--- src/rtl/two_channel_block_averager_macros.svh ---
// ----------------------------------------------------------------------------
// Assertion macros for the two-channel block averager
// Clocked on i_clk, checks disabled while i_rst_n is low.
// ----------------------------------------------------------------------------
`ifndef TWO_CHANNEL_BLOCK_AVERAGER_MACROS_SVH
`define TWO_CHANNEL_BLOCK_AVERAGER_MACROS_SVH

// Same-cycle implication.
`define BAVG_ASSERT_NOW(label, trig, cons, msg) \
    label: assert property (@(posedge i_clk) disable iff (!i_rst_n) \
        (trig) |-> (cons)) else $error(msg);

// Next-cycle implication.
`define BAVG_ASSERT_NEXT(label, trig, cons, msg) \
    label: assert property (@(posedge i_clk) disable iff (!i_rst_n) \
        (trig) |=> (cons)) else $error(msg);

`endif

--- src/rtl/bavg_pkg.sv ---
`timescale 1ns / 1ps
// ----------------------------------------------------------------------------
// bavg_pkg
// Shared constants and types of the two-channel block averager.
// ----------------------------------------------------------------------------
package bavg_pkg;

    localparam int SAMPLE_W   = 10;
    localparam int WINDOW_LEN = 16;   // samples per window, 4..256
    localparam int AVG_SHIFT  = 4;    // average = sum >> AVG_SHIFT, 2..8
    localparam int SETTLE_LEN = 2;    // unsummed samples per window

    localparam int CNT_W = $clog2(WINDOW_LEN);
    localparam int SUM_W = $clog2((WINDOW_LEN - SETTLE_LEN) * ((1 << SAMPLE_W) - 1) + 1);

    localparam logic [SAMPLE_W-1:0] AVG_MAX = {SAMPLE_W{1'b1}};

    typedef logic [SAMPLE_W-1:0] t_sample;
    typedef logic [CNT_W-1:0]    t_count;
    typedef logic [SUM_W-1:0]    t_sum;

    typedef struct packed {
        logic    next_channel;
        logic    window_done;
        logic    done_channel;
        t_sample average_ch0;
        t_sample average_ch1;
        t_sample peak_max;
        t_sample peak_min;
    } t_result;

endpackage

--- src/rtl/bavg_in_stage.sv ---
`timescale 1ns / 1ps
// ----------------------------------------------------------------------------
// bavg_in_stage
// Input request register; holds one sample until the core takes it.
// ----------------------------------------------------------------------------
module bavg_in_stage
    import bavg_pkg::*;
(
    input  logic    i_clk,
    input  logic    i_rst_n,
    input  logic    i_valid,
    input  t_sample i_sample,
    input  logic    i_advance,
    output logic    o_stall,
    output logic    o_valid,
    output t_sample o_sample
);

    logic    r_valid;
    logic    n_valid;
    t_sample r_sample;
    logic    w_load;

    assign w_load  = !r_valid || i_advance;
    assign o_stall = !w_load;
    assign n_valid = w_load ? i_valid : r_valid;

    always_ff @(posedge i_clk) begin
        if (!i_rst_n) begin
            r_valid <= 1'b0;
        end else begin
            r_valid <= n_valid;
        end
    end

    always_ff @(posedge i_clk) begin
        if (w_load && i_valid) begin
            r_sample <= i_sample;
        end
    end

    assign o_valid  = r_valid;
    assign o_sample = r_sample;

endmodule

--- src/rtl/bavg_core.sv ---
`timescale 1ns / 1ps
// ----------------------------------------------------------------------------
// bavg_core
// Window counter, per-channel sums, averages and running extremes.
// ----------------------------------------------------------------------------
module bavg_core
    import bavg_pkg::*;
(
    input  logic    i_clk,
    input  logic    i_rst_n,
    input  logic    i_fire,
    input  t_sample i_sample,
    output t_result o_result
);

`include "two_channel_block_averager_macros.svh"

    t_count  r_count, n_count;
    logic    r_active, n_active;
    t_sum    r_sum0, n_sum0;
    t_sum    r_sum1, n_sum1;
    t_sample r_avg0, n_avg0;
    t_sample r_avg1, n_avg1;
    t_sample r_max, n_max;
    t_sample r_min, n_min;

    logic [CNT_W:0] w_pos_inc;
    logic           w_close;
    t_sum           w_shifted;
    t_sample        w_avg;

    always_comb begin
        w_pos_inc = {1'b0, r_count} + (CNT_W + 1)'(1);
        w_close   = w_pos_inc >= (CNT_W + 1)'(WINDOW_LEN);
        n_count   = w_close ? '0 : w_pos_inc[CNT_W-1:0];
        n_active  = w_close ? !r_active : r_active;

        // closing average of the channel being summed, saturated
        w_shifted = (r_active ? r_sum1 : r_sum0) >> AVG_SHIFT;
        w_avg     = (w_shifted > SUM_W'(AVG_MAX)) ? AVG_MAX : w_shifted[SAMPLE_W-1:0];

        n_sum0 = r_sum0;
        n_sum1 = r_sum1;
        n_avg0 = r_avg0;
        n_avg1 = r_avg1;
        n_max  = r_max;
        n_min  = r_min;

        if (w_close) begin
            if (r_active) begin
                n_avg1 = w_avg;
                n_sum1 = '0;
            end else begin
                n_avg0 = w_avg;
                n_sum0 = '0;
            end
            if (w_avg > r_max) begin
                n_max = w_avg;
            end
            if (w_avg < r_min) begin
                n_min = w_avg;
            end
        end else if (n_count >= CNT_W'(SETTLE_LEN)) begin
            if (r_active) begin
                n_sum1 = r_sum1 + SUM_W'(i_sample);
            end else begin
                n_sum0 = r_sum0 + SUM_W'(i_sample);
            end
        end

        o_result.next_channel = n_active;
        o_result.window_done  = w_close;
        o_result.done_channel = w_close && r_active;
        o_result.average_ch0  = n_avg0;
        o_result.average_ch1  = n_avg1;
        o_result.peak_max     = n_max;
        o_result.peak_min     = n_min;
    end

    always_ff @(posedge i_clk) begin
        if (!i_rst_n) begin
            r_count  <= '0;
            r_active <= 1'b0;
            r_sum0   <= '0;
            r_sum1   <= '0;
            r_avg0   <= '0;
            r_avg1   <= '0;
            r_max    <= '0;
            r_min    <= AVG_MAX;
        end else if (i_fire) begin
            r_count  <= n_count;
            r_active <= n_active;
            r_sum0   <= n_sum0;
            r_sum1   <= n_sum1;
            r_avg0   <= n_avg0;
            r_avg1   <= n_avg1;
            r_max    <= n_max;
            r_min    <= n_min;
        end
    end

    `BAVG_ASSERT_NEXT(a_close_wraps, i_fire && w_close, r_count == '0, "window did not wrap")
    `BAVG_ASSERT_NEXT(a_toggle_on_close, i_fire, (r_active != $past(r_active)) == $past(w_close), "channel toggle mismatch")
    `BAVG_ASSERT_NEXT(a_sum_cleared, i_fire && w_close, (($past(r_active) ? r_sum1 : r_sum0) == '0), "closed sum not cleared")
    `BAVG_ASSERT_NOW(a_done_on_wrap, i_fire && w_close, r_count == t_count'(WINDOW_LEN - 1), "close at wrong position")

endmodule

--- src/rtl/bavg_out_stage.sv ---
`timescale 1ns / 1ps
// ----------------------------------------------------------------------------
// bavg_out_stage
// Result register; advances whenever it is empty or the request is taken.
// ----------------------------------------------------------------------------
module bavg_out_stage
    import bavg_pkg::*;
(
    input  logic    i_clk,
    input  logic    i_rst_n,
    input  logic    i_valid,
    input  t_result i_result,
    input  logic    i_stall,
    output logic    o_advance,
    output logic    o_valid,
    output t_result o_result
);

    logic    r_valid;
    logic    n_valid;
    t_result r_result;

    assign o_advance = !r_valid || !i_stall;
    assign n_valid   = o_advance ? i_valid : r_valid;

    always_ff @(posedge i_clk) begin
        if (!i_rst_n) begin
            r_valid <= 1'b0;
        end else begin
            r_valid <= n_valid;
        end
    end

    always_ff @(posedge i_clk) begin
        if (o_advance && i_valid) begin
            r_result <= i_result;
        end
    end

    assign o_valid  = r_valid;
    assign o_result = r_result;

endmodule

--- src/rtl/two_channel_block_averager.sv ---
// Path: an accepted sample passes the input register, then the result
// register; i_stall can hold it in either one.
// Throughput: one sample per cycle unless i_stall holds a full result
// register; per sample the core does a count add, a sum add and compares.
// Reset: synchronous, active low; averages and max clear to 0, min to 1023.
// ----------------------------------------------------------------------------
// two_channel_block_averager
// Block-average decimator alternating between two converter channels.
// ----------------------------------------------------------------------------
`timescale 1ns / 1ps
module two_channel_block_averager
    import bavg_pkg::*;
(
    input  logic    i_clk,
    input  logic    i_rst_n,
    // sample request
    input  logic    i_valid,
    output logic    o_stall,
    input  t_sample i_sample,
    // result request
    output logic    o_valid,
    input  logic    i_stall,
    output logic    o_next_channel,
    output logic    o_window_done,
    output logic    o_done_channel,
    output t_sample o_average_ch0,
    output t_sample o_average_ch1,
    output t_sample o_peak_max,
    output t_sample o_peak_min
);

    // Pipeline: in_stage -> core (state update on fire) -> out_stage.
    // The core's state moves exactly when an item passes from the input
    // register into the result register, so stalls never repeat or drop
    // a state update.

    logic    w_s1_valid;
    t_sample w_s1_sample;
    logic    w_advance;
    logic    w_fire;
    t_result w_core_result;
    t_result w_out_result;

    bavg_in_stage u_in_stage (
        .i_clk     (i_clk),
        .i_rst_n   (i_rst_n),
        .i_valid   (i_valid),
        .i_sample  (i_sample),
        .i_advance (w_advance),
        .o_stall   (o_stall),
        .o_valid   (w_s1_valid),
        .o_sample  (w_s1_sample)
    );

    // an item moves on when it exists and the result register is free
    assign w_fire = w_s1_valid && w_advance;

    bavg_core u_core (
        .i_clk    (i_clk),
        .i_rst_n  (i_rst_n),
        .i_fire   (w_fire),
        .i_sample (w_s1_sample),
        .o_result (w_core_result)
    );

    bavg_out_stage u_out_stage (
        .i_clk     (i_clk),
        .i_rst_n   (i_rst_n),
        .i_valid   (w_s1_valid),
        .i_result  (w_core_result),
        .i_stall   (i_stall),
        .o_advance (w_advance),
        .o_valid   (o_valid),
        .o_result  (w_out_result)
    );

    assign o_next_channel = w_out_result.next_channel;
    assign o_window_done  = w_out_result.window_done;
    assign o_done_channel = w_out_result.done_channel;
    assign o_average_ch0  = w_out_result.average_ch0;
    assign o_average_ch1  = w_out_result.average_ch1;
    assign o_peak_max     = w_out_result.peak_max;
    assign o_peak_min     = w_out_result.peak_min;

endmodule
--- config.mk ---
export PLATFORM = sky130hd
export DESIGN_NAME = two_channel_block_averager
export DESIGN_NICKNAME = d
export VERILOG_FILES = /design/src/rtl/bavg_pkg.sv /design/src/rtl/bavg_in_stage.sv /design/src/rtl/bavg_core.sv /design/src/rtl/bavg_out_stage.sv /design/src/rtl/two_channel_block_averager.sv
export VERILOG_INCLUDE_DIRS = /design/src /design/src/rtl
export SDC_FILE = /design/constraint.sdc
export NUM_CORES = 1
export LEC_CHECK = 0
export BUFFER_PORTS_ARGS = -buffer_cell sky130_fd_sc_hd__buf_2
export CORE_UTILIZATION = 54
export CTS_CLUSTER_SIZE = 24
export DETAILED_ROUTE_END_ITERATION = 12
export GPL_TIMING_DRIVEN = 0
export PLACE_DENSITY = 0.76
export SYNTH_ARGS = -nofsm -noshare
export SYNTH_HDL_FRONTEND = slang
export SYNTH_SLANG_ARGS = --single-unit
--- constraint.sdc ---
create_clock -name i_clk -period 3.1 [get_ports i_clk]
set_input_delay 0.155 -clock i_clk [delete_from_list [all_inputs] [get_ports i_clk]]
set_output_delay 0.155 -clock i_clk [all_outputs]
set_load 0.05 [all_outputs]
Yosys cells after proc, flatten, opt, wreduce, memory -nomap -nowiden
Cells that the tools add are included.
W data, S select, Z words.
{"block": "totals", "in_bits": 14, "regBits": 128, "out_inout_bits": 45}
{"block": "classes", "order_cmp": 5, "n_reduce_logical": 13, "muxes": 20, "bitwise_logic": 1, "addsub": 3}
{"op": "$mux W14", "n": 9}
{"op": "$mux W10", "n": 9}
{"op": "$add A14 B10 Y14", "n": 2}
{"op": "$gt A10 B10 Y1", "n": 1}
{"op": "$gt A10 B10 Y1 const B", "n": 1}
{"op": "$lt A10 B10 Y1", "n": 1}
{"op": "$reduce_and A3 Y1", "n": 2}
{"op": "$add A4 B1 Y5 const B", "n": 1}
{"op": "$ge A5 B5 Y1 const B", "n": 1}
{"op": "$logic_not A1 Y1", "n": 5}
{"op": "$ge A4 B2 Y1 const B", "n": 1}
{"op": "$mux W4", "n": 1}
{"op": "$logic_and A1 B1 Y1", "n": 3}
{"op": "$logic_or A1 B1 Y1", "n": 2}
{"op": "$reduce_bool A2 Y1", "n": 1}
{"op": "$mux W1", "n": 1}
{"op": "$not A1 Y1", "n": 1}

Logic depth before layout (Yosys ltp)
{"block": "logic_depth", "depth_word": 6, "ltp_mapped": 10, "ltp_nobuf": 8}

Cells and area by module
Synthesis repeated with hierarchy kept, for this count alone.
{"block": "hier_totals", "cells_unflattened": 658, "area_unflattened_um2": 6413.7}
{"mod": "bavg_core", "instances": 1, "area_each_um2": 4727.0, "seq_area_each_um2": 1461.4, "cells_per_inst": 595}
{"mod": "bavg_out_stage", "instances": 1, "area_each_um2": 1332.5, "seq_area_each_um2": 1311.3, "cells_per_inst": 48}
{"mod": "bavg_in_stage", "instances": 1, "area_each_um2": 347.8, "seq_area_each_um2": 320.3, "cells_per_inst": 14}
{"mod": "two_channel_block_averager", "instances": 1, "area_each_um2": 6.3, "seq_area_each_um2": 0.0, "cells_per_inst": 1}

Worst setup path after synthesis
No wires, ideal clock.
{"block": "synth_timing", "path_kind": "register -> register", "from": "register u_out_stage.r_valid (netlist: u_out_stage.o_valid)", "to": "register u_core.r_avg1[0]", "setup_slack_ns": -0.252, "path_buffers": 2, "path_stages_with_launch": 8, "required_time_ns": 2.968, "setup_time_ns": 0.132, "t_arrival_ns": 3.220, "synth_period_minus_slack_ns": 3.352, "path_cell_list": "dfxtp_1 a21bo_2 clkbuf_1 inv_1 buf_1 nand3_1 nand2_1 a21oi_1"}
{"block": "synth_via", "elab_chain_cells": 3}
{"element": "start, declared", "line": "bavg_out_stage.sv:19", "text": "logic r_valid;"}
{"element": "start signal, assigned", "line": "bavg_out_stage.sv:30", "text": "r_valid <= n_valid;"}
{"element": "$logic_not A1 Y1", "line": "bavg_out_stage.sv:23", "text": "assign o_advance = !r_valid || !i_stall;"}
{"element": "$logic_or A1 B1 Y1", "line": "bavg_out_stage.sv:23"}
{"element": "$logic_and A1 B1 Y1", "line": "two_channel_block_averager.sv:56", "text": "assign w_fire = w_s1_valid && w_advance;"}
{"element": "net u_core.i_fire", "line": "bavg_core.sv:11", "text": "input logic i_fire,"}
{"element": "end signal, assigned", "line": "bavg_core.sv:96", "text": "r_avg1 <= n_avg1;"}
{"element": "end, declared", "line": "bavg_core.sv:23", "text": "t_sample r_avg1, n_avg1;"}
The timed path passes the listed nets, and every way through them passes these cells.
A chain may end at the register's enable or synchronous reset.

Final worst setup path
{"block": "layout_timing", "from": "register u_core.r_active", "to": "register u_out_stage.r_result (netlist bit u_out_stage.o_result[1]), data pin"}
{"block": "layout_via", "elab_chain_cells": 6}
{"element": "start, declared", "line": "bavg_core.sv:19", "text": "logic r_active, n_active;"}
{"element": "start signal, assigned", "line": "bavg_core.sv:92", "text": "r_active <= n_active;"}
{"element": "$mux W14 (*)", "line": "bavg_core.sv:39", "text": "w_shifted = (r_active ? r_sum1 : r_sum0) >> AVG_SHIFT;"}
{"element": "$gt A10 B10 Y1", "line": "bavg_core.sv:40", "text": "w_avg = (w_shifted > SUM_W'(AVG_MAX)) ? AVG_MAX : w_shifted[SAMPLE_W-1:0];"}
{"element": "$mux W10 (*)", "line": "bavg_core.sv:40"}
{"element": "$lt A10 B10 Y1", "line": "bavg_core.sv:60", "text": "if (w_avg < r_min) begin"}
{"element": "$mux W10 (*)", "line": "bavg_core.sv:60"}
{"element": "$mux W10 (*)", "line": "bavg_core.sv:49", "text": "if (w_close) begin"}
{"element": "net u_core.n_min[1]", "line": "bavg_core.sv:25", "text": "t_sample r_min, n_min;"}
{"element": "end signal, assigned", "line": "bavg_out_stage.sv:36", "text": "r_result <= i_result;"}
{"element": "end, declared", "line": "bavg_out_stage.sv:21", "text": "t_result r_result;"}
The timed path passes the listed nets; every way through them passes the cells marked *.

==> impl_metrics.tcl <==
set metrics [dict create \
    synth_cells 659 \
    routabilityCongestion 0.9185 \
    worstPathMaxFanout 19 \
    syn_avg_cell_area_um2 10.01 \
    firstDrtPassIters 5 \
    r2r_slack_ns 0.11 \
    skew_ns 0.005091 \
    clock-sinks 128 \
    wl_met2_mm 7.855 \
    cp.required_ns 3.27 \
    synthTopCellsByCount "nand2_1, dfxtp_1, a21oi_1" \
    grt_pass1_wl_mm 25.33 \
    clockBufferDepth 2 \
    critPathLaunch "u_core.r_active" \
    worst_slack_ns 0.1090 \
    hold_class "in -> reg" \
    synth_area_leaders "edfxtp_1, dfxtp_1, ha_1" \
    yosysTopAreaCellShare 0.2412 \
    power_density_nw_per_um2 527.4 \
    cts_buffers 17 \
    initial_utilization 0.5517 \
    ys_async_sr_fraction 0 \
    drive_gt1_frac 0.1868 \
    rsz0062_at_grt "no" \
    grt_antenna_before_repair 0 \
    worstPathCellList "buf_6 -> mux2_4 -> ha_1 -> a21oi_1 -> o21ai_0 -> o21a_1 -> or4_1 -> buf_6 -> mux2_4" \
    cap_violations 0 \
    antenna_left 0 \
    rows 40 \
    fp.dieArea_um2 12670 \
    dieWidth_um 112.5 \
    ios 59 \
    timing.setup.tns_ns 0 \
    post_drt_wl_per_cell_um 17.21 \
    ir_worst_vdd_uv 389.0 \
    total_leakage_power_nw 3.210 \
    met1Wirelength_mm 6.246 \
    max_stage_delay_ns 0.48 \
    drc 0 \
    wl_met3_um 911 \
    overflow 0 \
    crit_family "multiplexers" \
    cts.clk_slew.worst_paths_ns 0.05 \
    finalMaxSlewViolations 0 \
    ys.flop_type "dfxtp_1" \
    min_period_ns 2.991 \
    grt_max_degree 53 \
    cts_tree "yes" \
    cts_root_buffer "clkbuf_16" \
    arrival_ns 3.16 \
    core_um2 11960 \
    synth.distinct_cells 51 \
    setup_viol 0 \
    reg2reg_from "u_core.r_active" \
    p_total_mw 4.120 \
    routed.top_layer "met4" \
    viasPerCell 5.955 \
    grt_pass1_vias 5325 \
    tightest_slew_ns 1.087 \
    die_h_um 112.5 \
    hold_viol 0 \
    period_share 0.9648 \
    hold_start "i_rst_n" \
    dr_total_vias 5401 \
    cp.depth 9 \
    synth-edff-count 53 \
    seq_area_frac_synth 0.4687 \
    endpoint_kind "register" \
    synthesis.area_um2 6599 \
    drtIter0Drc 392 \
    r2r-end "u_out_stage.o_result[1]" \
    clk_latency_ns 0.42 \
    n_fill_cell 911 \
    slew_headroom 0.2697 \
    yosysMostFrequentCell "nand2_1" \
    start_kind "register" \
    critical_path.slowest_cell "or4_1" \
    diodes 0 \
    ys_seq_elements 128 \
    status "finished clean" \
    numPortBuffers 57 \
    track_usage 0.2584 \
    reg2reg_depth 9 \
    ys_warn_count 0 \
    syn-num-nets 717 \
    cp_num_buf_inv 2 \
    syn2layout_area_growth_pct 18.37 \
    yosys.area.top_type "edfxtp_1" \
    endpoint "u_out_stage.o_result[1]" \
    dp_slack_ns -0.4530 \
    fmax_mhz 334.3 \
    nets 805 \
    htree_levels 4 \
    dp_hpwl_mm 10.69 \
    crit_type "reg -> reg" \
    routed_wl_mm 15.61 \
]
==> metal layers <==
metal / GRT usage / up-vias
li1: - / 2611
met1: 0.2946 / 2545
met2: 0.4399 / 191
met3: 0.06695 / 54
met4: 0.1476 / 0
met5: 0 / -
==> registers in the layout (all words and copies together) (netlist names) <==
register,flops
u_in_stage.o_sample,10
u_core.r_count,4
u_core.r_max,10
u_core.r_sum0,14
u_core.r_active,1
u_core.r_avg1,10
u_out_stage.o_result,43
u_out_stage.o_valid,1
u_in_stage.o_valid,1
u_core.r_avg0,10
u_core.r_min,10
u_core.r_sum1,14
==> power breakdown <==
| part | internal [mW] | switching [mW] |
|---|---|---|
| Sequential | 1.79 | 0.0238 |
| Clock | 1.27 | 0.707 |
| Combinational | 0.0992 | 0.226 |
| Total | 3.16 | 0.956 |
==> worst reg2reg max path: stages (launching register included) <==
cell and delay, ns:
dfxtp_1 0.35, buf_6 0.21, mux2_4 0.38, ha_1 0.33
a21oi_1 0.16, o21ai_0 0.13, o21a_1 0.22, or4_1 0.48
buf_6 0.18, mux2_4 0.31
==> area by class of cell <==
type,instances,area (um2),share of cell area
timing repair buffer,70,425.4,0.05446
inverter,28,105.1,0.01346
buffer,26,117.6,0.01506
sequential,128,3093,0.3960
clock buffer,20,446.7,0.05718
clock inverter,12,141.4,0.01810
multi-input combinational,476,3298,0.4222
tap,147,183.9,0.02355
==> worst min path at each step <==
stage	endpoint	slack (ns)	cells past startpoint
finish	u_core.r_sum0[13]	0.25	3
global route	u_core.r_sum0[13]	0.27	3
global placement	u_in_stage.o_sample[3]	0.33	1
floorplan	u_in_stage.o_sample[0]	0.25	0
CTS	u_core.r_sum0[13]	0.22	3
detailed placement	u_in_stage.o_sample[4]	0.33	1
==> cell families (layout without fill, tap and decap cells) <==
family,count (synthesis),after routing,synth area share
and+or+nand+nor,193,193,0.1346
buffers and inverters,55,156,0.03375
muxes,62,62,0.1094
adders and majority gates,44,44,0.08570
DFF,128,128,0.4687
AOI/OAI and AO/OA,167,167,0.1545
xor gates and xnor gates,10,10,0.01327
==> cell usage in the layout, fill, tap and decap left out, types with 6 or more instances in the layout <==
cell type      instances
nand2_1               93
nor2_1                22
a21o_1                10
ha_1                  42
dlygate4sd3_1         12
o211ai_1              11
inv_1                 26
clkbuf_1              20
buf_2                 58
mux2i_1               14
nand4_1                9
and3_1                 6
dfxtp_1               75
clkbuf_16             17
mux2_4                13
nand3_1               24
edfxtp_1              53
o21ai_0               30
nor3_1                16
xor2_1                 6
or3_1                  6
mux2_2                35
a211oi_1               8
a21oi_1               74
==> metrics by stage <==
| step | util | std cells | area (um2) | hold WS (ns) |
|---|---|---|---|---|
| floorplan | - | 659 | 6606 | 0.2539 |
| global placement | 0.5915 | 863 | 7076 | 0.3318 |
| detailed placement | 0.5915 | 863 | 7076 | 0.3335 |
| CTS | 0.6505 | 906 | 7781 | 0.2194 |
| global route | 0.6530 | 907 | 7811 | 0.2680 |
| finish | 0.6530 | 907 | 7811 | 0.2456 |
==> what timing repair did <==
action                                  in CTS  in global routing
pin swaps                                    0                  1
resized for setup                            3                  3
hold endpoints to repair                    12                  0
cloned                                       0                  0
hold buffers                                12                  0
endpoints found under the setup margin      39                 29
setup buffers                                0                  1
Power figures use the tool's default switching activity.
